===== src/rtl/core/bpc_pkg.sv =====
// bpc_pkg: shared types, event codes, register indexes and reset values
// for the button press classifier; no dependencies
package bpc_pkg;

    localparam int unsigned TIME_W      = 32;
    localparam int unsigned LONG_W      = 16;
    localparam int unsigned DEBOUNCE_W  = 8;
    localparam int unsigned GAP_W       = 16;
    localparam int unsigned CFG_IDX_W   = 3;
    localparam int unsigned CFG_DATA_W  = 16;
    localparam int unsigned IN_DATA_W   = 40;
    localparam int unsigned OUT_DATA_W  = 8;

    // event codes on the result item
    typedef enum logic [1:0] {
        EV_NONE   = 2'd0,
        EV_SINGLE = 2'd1,
        EV_DOUBLE = 2'd2,
        EV_LONG   = 2'd3
    } t_event;

    // configuration register indexes
    localparam logic [CFG_IDX_W-1:0] REG_ACTIVE_HIGH   = 3'd0;
    localparam logic [CFG_IDX_W-1:0] REG_LONG_PRESS_MS = 3'd1;
    localparam logic [CFG_IDX_W-1:0] REG_DEBOUNCE_MS   = 3'd2;
    localparam logic [CFG_IDX_W-1:0] REG_DOUBLE_GAP_MS = 3'd3;
    localparam logic [CFG_IDX_W-1:0] REG_SINGLE_ENABLE = 3'd4;
    localparam logic [CFG_IDX_W-1:0] REG_DOUBLE_ENABLE = 3'd5;
    localparam logic [CFG_IDX_W-1:0] REG_LONG_ENABLE   = 3'd6;

    // press count saturates here
    localparam logic [1:0] COUNT_MAX = 2'd2;

    typedef struct packed {
        logic                  active_high;
        logic [LONG_W-1:0]     long_press_ms;
        logic [DEBOUNCE_W-1:0] debounce_ms;
        logic [GAP_W-1:0]      double_gap_ms;
        logic                  single_enable;
        logic                  double_enable;
        logic                  long_enable;
    } t_cfg;

    localparam t_cfg CFG_RESET = '{
        active_high:   1'b1,
        long_press_ms: 16'd1000,
        debounce_ms:   8'd50,
        double_gap_ms: 16'd300,
        single_enable: 1'b1,
        double_enable: 1'b1,
        long_enable:   1'b1
    };

endpackage


===== src/rtl/core/button_press_classifier.sv =====
// button_press_classifier: top level, classifies polled button samples into
// single, double and long press events; depends on bpc_pkg
//
// Each input item is one poll of a push button: the raw pin level and a
// millisecond time stamp (wrapping modulo 2^32). Every item yields exactly one
// result item, in order: the event code (none, single, double, long) and
// whether the pin level counts as pressed under the configured polarity.
// The block takes one item per clock cycle while the result side does not stall;
// an accepted item is loaded into the input register, then the classify stage
// updates the press tracking state and loads the result register, from which
// the result is offered on the output.
// The press tracking state closes its loop within that one classify stage,
// which is what sets the one-item-per-cycle figure. A held result does not
// block intake while the input register is free. Configuration registers are
// written through the plain write port and must only change while no items
// are in flight; writes to unknown indexes are ignored.
module button_press_classifier (
    input  logic                               i_clk,
    input  logic                               i_rst_n,
    // configuration write port
    input  logic                               i_cfg_we,
    input  logic [bpc_pkg::CFG_IDX_W-1:0]      i_cfg_index,
    input  logic [bpc_pkg::CFG_DATA_W-1:0]     i_cfg_data,
    // input items
    input  logic                               s_axis_tvalid,
    output logic                               s_axis_tready,
    input  logic [bpc_pkg::IN_DATA_W-1:0]      s_axis_tdata,  // [0] pin_level, [32:1] now_ms, rest zero
    // result items
    output logic                               m_axis_tvalid,
    input  logic                               m_axis_tready,
    output logic [bpc_pkg::OUT_DATA_W-1:0]     m_axis_tdata   // [1:0] event_res, [2] pressed, rest zero
);

    // configuration registers
    bpc_pkg::t_cfg r_cfg;

    // input register
    logic                            r_in_valid;
    logic                            r_in_level;
    logic [bpc_pkg::TIME_W-1:0]      r_in_now;

    // press tracking state
    logic                            r_held;
    logic [bpc_pkg::TIME_W-1:0]      r_press_stamp;
    logic [bpc_pkg::TIME_W-1:0]      r_release_stamp;
    logic                            r_event_fired;
    logic [1:0]                      r_press_count;

    logic                            n_held;
    logic [bpc_pkg::TIME_W-1:0]      n_press_stamp;
    logic [bpc_pkg::TIME_W-1:0]      n_release_stamp;
    logic                            n_event_fired;
    logic [1:0]                      n_press_count;

    // result register
    logic                            r_out_valid;
    bpc_pkg::t_event                 r_out_event;
    logic                            r_out_pressed;

    bpc_pkg::t_event                 n_event;
    logic                            pressed;
    logic                            advance;
    logic                            fire;
    logic [bpc_pkg::TIME_W-1:0]      held_time;
    logic [bpc_pkg::TIME_W-1:0]      press_len;
    logic [bpc_pkg::TIME_W-1:0]      gap_time;
    logic [bpc_pkg::TIME_W-1:0]      rel_stamp;
    logic [1:0]                      cnt_after;

    // result register frees when empty or taken this cycle
    assign advance       = !r_out_valid || m_axis_tready;
    assign fire          = r_in_valid && advance;
    assign s_axis_tready = !r_in_valid || advance;

    assign pressed = (r_in_level == r_cfg.active_high);

    // time differences, all modulo 2^32
    assign held_time = r_in_now - r_press_stamp;
    assign rel_stamp = r_held ? r_in_now : r_release_stamp;
    assign press_len = rel_stamp - r_press_stamp;
    assign gap_time  = r_in_now - rel_stamp;
    assign cnt_after = (r_held && (r_press_count < bpc_pkg::COUNT_MAX))
                     ? r_press_count + 2'd1 : r_press_count;

    always_comb begin
        n_held          = r_held;
        n_press_stamp   = r_press_stamp;
        n_release_stamp = r_release_stamp;
        n_event_fired   = r_event_fired;
        n_press_count   = r_press_count;
        n_event         = bpc_pkg::EV_NONE;

        if (r_event_fired) begin
            // wait for release, then clear everything
            if (!pressed) begin
                n_held          = 1'b0;
                n_press_stamp   = '0;
                n_release_stamp = '0;
                n_event_fired   = 1'b0;
                n_press_count   = '0;
            end
        end else if (pressed) begin
            if (!r_held) begin
                // new press begins
                n_press_stamp   = r_in_now;
                n_release_stamp = '0;
                n_held          = 1'b1;
            end else if (r_cfg.long_enable && (r_press_count == 2'd0) &&
                         (held_time >= {16'd0, r_cfg.long_press_ms})) begin
                n_event       = bpc_pkg::EV_LONG;
                n_event_fired = 1'b1;
            end
        end else begin
            // released, or still idle after a release
            n_release_stamp = rel_stamp;
            n_press_count   = cnt_after;
            n_held          = 1'b0;
            if (cnt_after != 2'd0) begin
                if (press_len <= {24'd0, r_cfg.debounce_ms}) begin
                    // too short: bounce, drop the whole sequence
                    n_held          = 1'b0;
                    n_press_stamp   = '0;
                    n_release_stamp = '0;
                    n_event_fired   = 1'b0;
                    n_press_count   = '0;
                end else if (r_cfg.single_enable &&
                             (!r_cfg.double_enable ||
                              (gap_time > {16'd0, r_cfg.double_gap_ms}))) begin
                    n_event       = bpc_pkg::EV_SINGLE;
                    n_event_fired = 1'b1;
                end else if (r_cfg.double_enable &&
                             (cnt_after >= bpc_pkg::COUNT_MAX)) begin
                    n_event       = bpc_pkg::EV_DOUBLE;
                    n_event_fired = 1'b1;
                end
            end
        end
    end

    // configuration writes
    always_ff @(posedge i_clk) begin
        if (!i_rst_n) begin
            r_cfg <= bpc_pkg::CFG_RESET;
        end else if (i_cfg_we) begin
            unique case (i_cfg_index)
                bpc_pkg::REG_ACTIVE_HIGH:   r_cfg.active_high   <= i_cfg_data[0];
                bpc_pkg::REG_LONG_PRESS_MS: r_cfg.long_press_ms <= i_cfg_data;
                bpc_pkg::REG_DEBOUNCE_MS:   r_cfg.debounce_ms   <=
                    i_cfg_data[bpc_pkg::DEBOUNCE_W-1:0];
                bpc_pkg::REG_DOUBLE_GAP_MS: r_cfg.double_gap_ms <= i_cfg_data;
                bpc_pkg::REG_SINGLE_ENABLE: r_cfg.single_enable <= i_cfg_data[0];
                bpc_pkg::REG_DOUBLE_ENABLE: r_cfg.double_enable <= i_cfg_data[0];
                bpc_pkg::REG_LONG_ENABLE:   r_cfg.long_enable   <= i_cfg_data[0];
                default: ;  // unknown index ignored
            endcase
        end
    end

    // input register
    always_ff @(posedge i_clk) begin
        if (!i_rst_n) begin
            r_in_valid <= 1'b0;
        end else if (s_axis_tready) begin
            r_in_valid <= s_axis_tvalid;
        end
    end

    always_ff @(posedge i_clk) begin
        if (s_axis_tready && s_axis_tvalid) begin
            r_in_level <= s_axis_tdata[0];
            r_in_now   <= s_axis_tdata[bpc_pkg::TIME_W:1];
        end
    end

    // tracking state and result register
    always_ff @(posedge i_clk) begin
        if (!i_rst_n) begin
            r_held          <= 1'b0;
            r_press_stamp   <= '0;
            r_release_stamp <= '0;
            r_event_fired   <= 1'b0;
            r_press_count   <= '0;
            r_out_valid     <= 1'b0;
        end else begin
            if (fire) begin
                r_held          <= n_held;
                r_press_stamp   <= n_press_stamp;
                r_release_stamp <= n_release_stamp;
                r_event_fired   <= n_event_fired;
                r_press_count   <= n_press_count;
            end
            if (advance) begin
                r_out_valid <= r_in_valid;
            end
        end
    end

    always_ff @(posedge i_clk) begin
        if (fire) begin
            r_out_event   <= n_event;
            r_out_pressed <= pressed;
        end
    end

    assign m_axis_tvalid = r_out_valid;
    assign m_axis_tdata  = {5'd0, r_out_pressed, r_out_event};

endmodule


===== config.mk =====
export PLATFORM = sky130hd
export DESIGN_NAME = button_press_classifier
export DESIGN_NICKNAME = d
export VERILOG_FILES = /design/src/rtl/core/bpc_pkg.sv /design/src/rtl/core/button_press_classifier.sv
export SDC_FILE = /design/constraint.sdc
export NUM_CORES = 1
export LEC_CHECK = 0
export BUFFER_PORTS_ARGS = -buffer_cell sky130_fd_sc_hd__buf_2
export CAP_MARGIN = 30
export CORE_MARGIN = 2
export CORE_UTILIZATION = 40
export DETAILED_ROUTE_END_ITERATION = 10
export PLACE_DENSITY = 0.6
export SKIP_LAST_GASP = 1
export SYNTH_ARGS = -nofsm -noshare
export SYNTH_HDL_FRONTEND = slang
export SYNTH_SLANG_ARGS = --single-unit
export TNS_END_PERCENT = 100

===== constraint.sdc =====
create_clock -name i_clk -period 11.4 [get_ports i_clk]
set_input_delay 2.28 -clock i_clk [delete_from_list [all_inputs] [get_ports i_clk]]
set_output_delay 2.28 -clock i_clk [all_outputs]
set_load 0.005 [all_outputs]

Yosys cells after proc, flatten, opt, wreduce, memory -nomap -nowiden
Index checks and enable logic that the tools add are counted.
{"block": "word_totals", "register_bits": 150, "inputBits": 64, "word_cells": 102}
{"block": "op_classes", "addsub": 4, "order_cmp": 5, "n_eq_ne": 9, "n_mux": 36, "bitwise_logic": 1, "reduce_logical": 29}
{"cell": "two-way mux 32 bit", "count": 12}
{"cell": "subtractor 32 bit", "count": 3}
{"cell": ">= comparator 32 x 16 -> 1 bit", "count": 1}
{"cell": "> comparator 32 x 16 -> 1 bit", "count": 1}
{"cell": "<= comparator 32 x 8 -> 1 bit", "count": 1}
{"cell": "two-way mux 2 bit", "count": 13}
{"cell": "AND reduction 2 bit", "count": 9}
{"cell": "two-way mux 1 bit", "count": 11}
{"cell": "equality test 3 bit, second input constant", "count": 3}
{"cell": "logical AND 1 bit", "count": 7}
{"cell": "equality test 3 x 2 -> 1 bit, second input constant", "count": 2}
{"cell": "nonzero test 3 bit", "count": 2}
{"cell": "AND reduction 5 bit", "count": 1}
{"cell": "!= test 2 bit, second input constant", "count": 2}
{"cell": "equality test 3 x 1 -> 1 bit, second input constant", "count": 1}
{"cell": "logical NOT 1 bit", "count": 3}
{"cell": "logical NOT 3 bit", "count": 1}
{"cell": "logical OR 1 bit", "count": 3}
{"cell": "AND reduction 3 bit", "count": 1}
{"cell": "adder 2 x 1 -> 2 bit, second input constant", "count": 1}
{"cell": ">= comparator 2 bit, second input constant", "count": 1}
{"cell": "logical NOT 2 bit", "count": 1}
{"cell": "< comparator 2 bit, second input constant", "count": 1}
{"cell": "nonzero test 2 bit", "count": 1}
{"cell": "2 further kinds", "count": 2}

Depth between registers and ports, before layout
{"block": "depth", "word_depth": 11, "depth_mapped": 24, "depth_no_buf": 22}

Least setup slack after synthesis
OpenSTA, ideal clock, no wires.
{"block": "synth_timing", "path_kind": "register to register", "startpoint": "reg r_held", "endpoint": "reg r_out_event[0] (data pin)", "setup_time_ps": 255, "arrival_ps": 4990, "t_required_ps": 11145, "slack_ps": 6156, "path_stages_with_launch": 22, "path_buffers": 2, "path_cell_list": "dfxtp_1 > clkbuf_1 > clkbuf_1 > mux2_2 > ha_1 > fa_1 > nand2b_1 > a21oi_1 > o21ai_1 > and3_1 > xnor2_1 > ha_1 > a21oi_1 > nand2_1 > a211oi_1 > a22o_1 > o2111a_1 > nand4_1 > or4_1 > o211a_1 > o2bb2ai_1 > and2_1"}
{"block": "synth_between", "elab_chain_cells": 9, "word_cells_on_any_way": 15, "classes_between": "add/sub: 2; order compare: 2; mux: 7; reduce/logical: 4"}
{"item": "from (decl)", "line_no": "button_press_classifier.sv:43", "rtl": "logic r_held;"}
{"item": "from (signal assigned)", "line_no": "button_press_classifier.sv:186", "rtl": "r_held <= n_held;"}
{"item": "two-way mux 32 bit", "line_no": "button_press_classifier.sv:79", "rtl": "assign rel_stamp = r_held ? r_in_now : r_release_stamp;"}
{"item": "subtractor 32 bit", "line_no": "button_press_classifier.sv:81", "rtl": "assign gap_time = r_in_now - rel_stamp;"}
{"item": "> comparator 32 x 16 -> 1 bit", "line_no": "button_press_classifier.sv:128", "rtl": "(gap_time > {16'd0, r_cfg.double_gap_ms}))) begin"}
{"item": "logical OR 1 bit", "line_no": "button_press_classifier.sv:127", "rtl": "(!r_cfg.double_enable ||"}
{"item": "logical AND 1 bit", "line_no": "button_press_classifier.sv:126", "rtl": "end else if (r_cfg.single_enable &&"}
{"item": "two-way mux 2 bit", "line_no": "button_press_classifier.sv:126"}
{"item": "two-way mux 2 bit", "line_no": "button_press_classifier.sv:119", "rtl": "if (press_len <= {24'd0, r_cfg.debounce_ms}) begin"}
{"item": "two-way mux 2 bit", "line_no": "button_press_classifier.sv:118", "rtl": "if (cnt_after != 2'd0) begin"}
{"item": "two-way mux 2 bit (*)", "line_no": "button_press_classifier.sv:102", "rtl": "end else if (pressed) begin"}
{"item": "to (signal assigned)", "line_no": "button_press_classifier.sv:200", "rtl": "r_out_event <= n_event;"}
{"item": "to (decl)", "line_no": "button_press_classifier.sv:57", "rtl": "bpc_pkg::t_event r_out_event;"}
Every way passes the cells marked *; elsewhere a longest branch is shown, timed or not.
A chain may end at the register's enable or synchronous reset.

Worst setup path after layout
{"block": "layout_timing", "startpoint": "reg r_held", "endpoint": "reg r_release_stamp[28] (netlist bit)"}
{"block": "layout_between", "elab_chain_cells": 7, "word_cells_on_any_way": 12, "classes_between": "add/sub: 1; order compare: 1; eq/ne: 1; mux: 6; reduce/logical: 3"}
{"item": "two-way mux 32 bit", "line_no": "button_press_classifier.sv:79"}
{"item": "subtractor 32 bit", "line_no": "button_press_classifier.sv:80", "rtl": "assign press_len = rel_stamp - r_press_stamp;"}
{"item": "<= comparator 32 x 8 -> 1 bit", "line_no": "button_press_classifier.sv:119"}
{"item": "two-way mux 32 bit", "line_no": "button_press_classifier.sv:119"}
{"item": "two-way mux 32 bit", "line_no": "button_press_classifier.sv:118"}
{"item": "two-way mux 32 bit", "line_no": "button_press_classifier.sv:102"}
{"item": "two-way mux 32 bit", "line_no": "button_press_classifier.sv:93", "rtl": "if (r_event_fired) begin"}
{"item": "to (signal assigned)", "line_no": "button_press_classifier.sv:188", "rtl": "r_release_stamp <= n_release_stamp;"}
{"item": "to (decl)", "line_no": "button_press_classifier.sv:45", "rtl": "logic [bpc_pkg::TIME_W-1:0] r_release_stamp;"}
Several ways; a longest one is shown, not always the timed one.

==> results.cfg <==
[worst_setup_path]
regToRegEndpoint = r_release_stamp[28]
crit-reg2reg-launch = r_held
cp_max_fo = 42
critPathLaunchType = register
arrival_ns = 6.58
crit_required_ns = 11.72
critPathKind = register to register
end_kind = register
r2r_slack_ns = 5.14
r2r_cells = 20

[sta]
layout_min_cycle_time_ns = 6.26
fmax_ghz = 0.160
tns_ns = 0
setup_ws_ns = 5.14
finClkSkew_ns = 0.00997
rsz0062_at_grt = no
setup_viol = 0
slew_violations = 0
fin_crit_sh = 0.550
hold_viol_final = 0
timing.slew.headroom = 0.322
worstMarginPinSlew_ns = 1.02

[status]
outcome = finished, final reports clean

[min_path]
min_from = r_release_stamp[10]
min_to = r_release_stamp[10]
hold_path_class = register to register
holdPathStages = 2

[logic_synthesis]
ys_seq_area_frac = 0.269
synthSimpleGateAreaFrac = 0.182
synth_area_sq_um = 12500
async_reset_ff_frac = 0
yosysWarnings = 0
synth_top_family_by_area = compound AO/OA/AOI/OAI gates
synthMuxAreaShare = 0.0369
synthCells = 1567
synthXorXnorAreaFrac = 0.0427
yosys_register_bits = 150
synth_edf_count = 36
avgSynthCellArea_sq_um = 7.99
synth-compound-area-share = 0.266
synthAdderAreaFrac = 0.141
ys.flop_type = dfxtp_1
synth.distinct_cells = 84

[global_routing]
overflow = 0
grt_use_total = 0.224
grt_pass1_vias = 10755
grt_max_degree = 54
antenna_found_initial = 0
met3_usage = 0.0385
use_met2 = 0.342
gr-max-usage-layer = met2
grt_pass1_wl_um = 58100
met1_usage = 0.321

[die]
io_pins = 74
rows = 64
fp.coreArea_sq_um = 30700
die_height_um = 181
die_area_sq_um = 32700
fp.dieW_um = 181
initial_core_util = 0.408

[final_layout]
insertedDiodeCount = 0
final_common_cell = nand2_1
final_cell_mix = nand2_1, a21oi_1, ha_1
multi_input_area_sq_um = 8380
area_growth_pct = 9.62
seq_area_sq_um = 3360
drive_gt1_frac = 0.0975
nets = 1800
nFillCells = 3093

[power_and_ir_drop]
p_per_area_nw_per_um2 = 133
leakage_nw = 5.44
ir_drop_mv = 0.0993
fin_total_pwr_mw = 1.83

[drt]
drt_iter0_markers = 1018
wl_um = 37300
vias = 11591
antenna_left = 0
drt-pass1-iter-count = 5
viasPerCell = 5.78
wl_per_cell_um = 18.6
drc_errors = 0

[cts]
root_buffer = clkbuf_16
post_cts_buffers = 0
clock-sinks = 150
clkTransAtPathRegs_ns = 0.07
h-tree-depth = 4
tritoncts = done
clk_path_buf_depth = 2
cts_buffers = 17
ctsResizeCount = 0
ctsHoldBuffers = 0
insertion_delay_ns = 0.44

[place]
io_buffers = 61
hpwl_um = 30000
place_congestion = 0.918
pre_cts_slack_ns = 5.33

[job]
maxCapViolCount = 0
==> synthesized netlist by cell type, drive strengths merged (22+ instances only) <==
| cell | n | share of area |
|---|---|---|
| inv | 129 | 0.039 |
| mux2 | 33 | 0.030 |
| o21ai | 111 | 0.044 |
| nand3 | 34 | 0.014 |
| nor2b | 22 | 0.011 |
| buf | 26 | 0.014 |
| nand4 | 34 | 0.017 |
| nand2 | 220 | 0.066 |
| o211ai | 30 | 0.018 |
| clkbuf | 34 | 0.010 |
| dfxtp | 114 | 0.18 |
| a22o | 34 | 0.024 |
| xnor2 | 41 | 0.029 |
| ha | 136 | 0.14 |
| a21boi | 32 | 0.019 |
| a21oi | 143 | 0.059 |
| nor2 | 69 | 0.021 |
| edfxtp | 36 | 0.086 |
==> flip-flops by register name, summed over array words and instances, names as in the netlist, 2 cells and up <==
register         flops
r_out_event          2
r_press_count        2
r_in_now            32
r_cfg               44
r_release_stamp     32
r_press_stamp       32
==> how the worst max path moves through the flow <==
stage | start | to
2_1_floorplan | r_held | r_out_event[0]
3_3_place_gp | r_held | r_release_stamp[28]
3_5_place_dp | r_held | r_release_stamp[28]
4_1_cts | r_held | r_release_stamp[28]
5_1_grt | r_held | r_release_stamp[28]
6_report | r_held | r_release_stamp[28]
==> final cells by class <==
cell class                 count  share of cell area
timing repair buffer          67              0.0278
inverter                     129              0.0353
clock inverter                11             0.00893
sequential                   150               0.245
tap                          396              0.0361
clock buffer                  21              0.0359
multi-input combinational   1232               0.611
==> kinds of logic after synthesis <==
kind of cell | Yosys count
other | 1
AND/OR/NAND/NOR | 481
adder cells (fa/ha/maj) | 139
flip-flops | 150
buffers and inverters | 189
AO/OA/AOI/OAI | 504
XOR/XNOR | 61
multiplexers | 42
==> power breakdown <==
group          internal [mW]  switching, mW  leakage [nW]
registers              0.565         0.0238          1.28
logic                  0.258          0.391          3.86
clock network          0.341          0.251         0.304
total                   1.16          0.666          5.44
==> critical path, cell delays in order (launching register included) <==
cell and delay (ns):
dfxtp_2 0.99, mux2_2 0.45, ha_1 0.39, o211ai_1 0.13, a21oi_2 0.26, nor2_1 0.12, nand2_1 0.07, nand2_1 0.06
xnor2_1 0.21, ha_1 0.30, a21oi_1 0.14, o21ai_0 0.10, o22a_1 0.22, a211o_1 0.31, nor4_1 0.43, o2111ai_1 0.19
nor4_2 0.60, a31oi_1 0.24, nand2_1 0.54, buf_8 0.25, o21ai_0 0.09
==> routing by layer <==
layer,part of all wire,vias to the layer above,routed length (um)
met4,0.020,0,764
met5,0,-,0
met2,0.43,326,16200
met1,0.49,5458,18300
li1,-,5761,-
met3,0.055,46,2060
==> metrics by stage <==
stage / std cells / cell area [sq um] / hold WS (ns) / utilization
2_1_floorplan: 1571 / 12500 / 0.421 / -
3_3_place_gp: 1971 / 13100 / 0.433 / 0.426
3_5_place_dp: 1974 / 13100 / 0.438 / 0.427
4_1_cts: 2006 / 13700 / 0.447 / 0.447
5_1_grt: 2006 / 13700 / 0.463 / 0.447
6_report: 2006 / 13700 / 0.445 / 0.447
(Power assumes the default switching activity.)
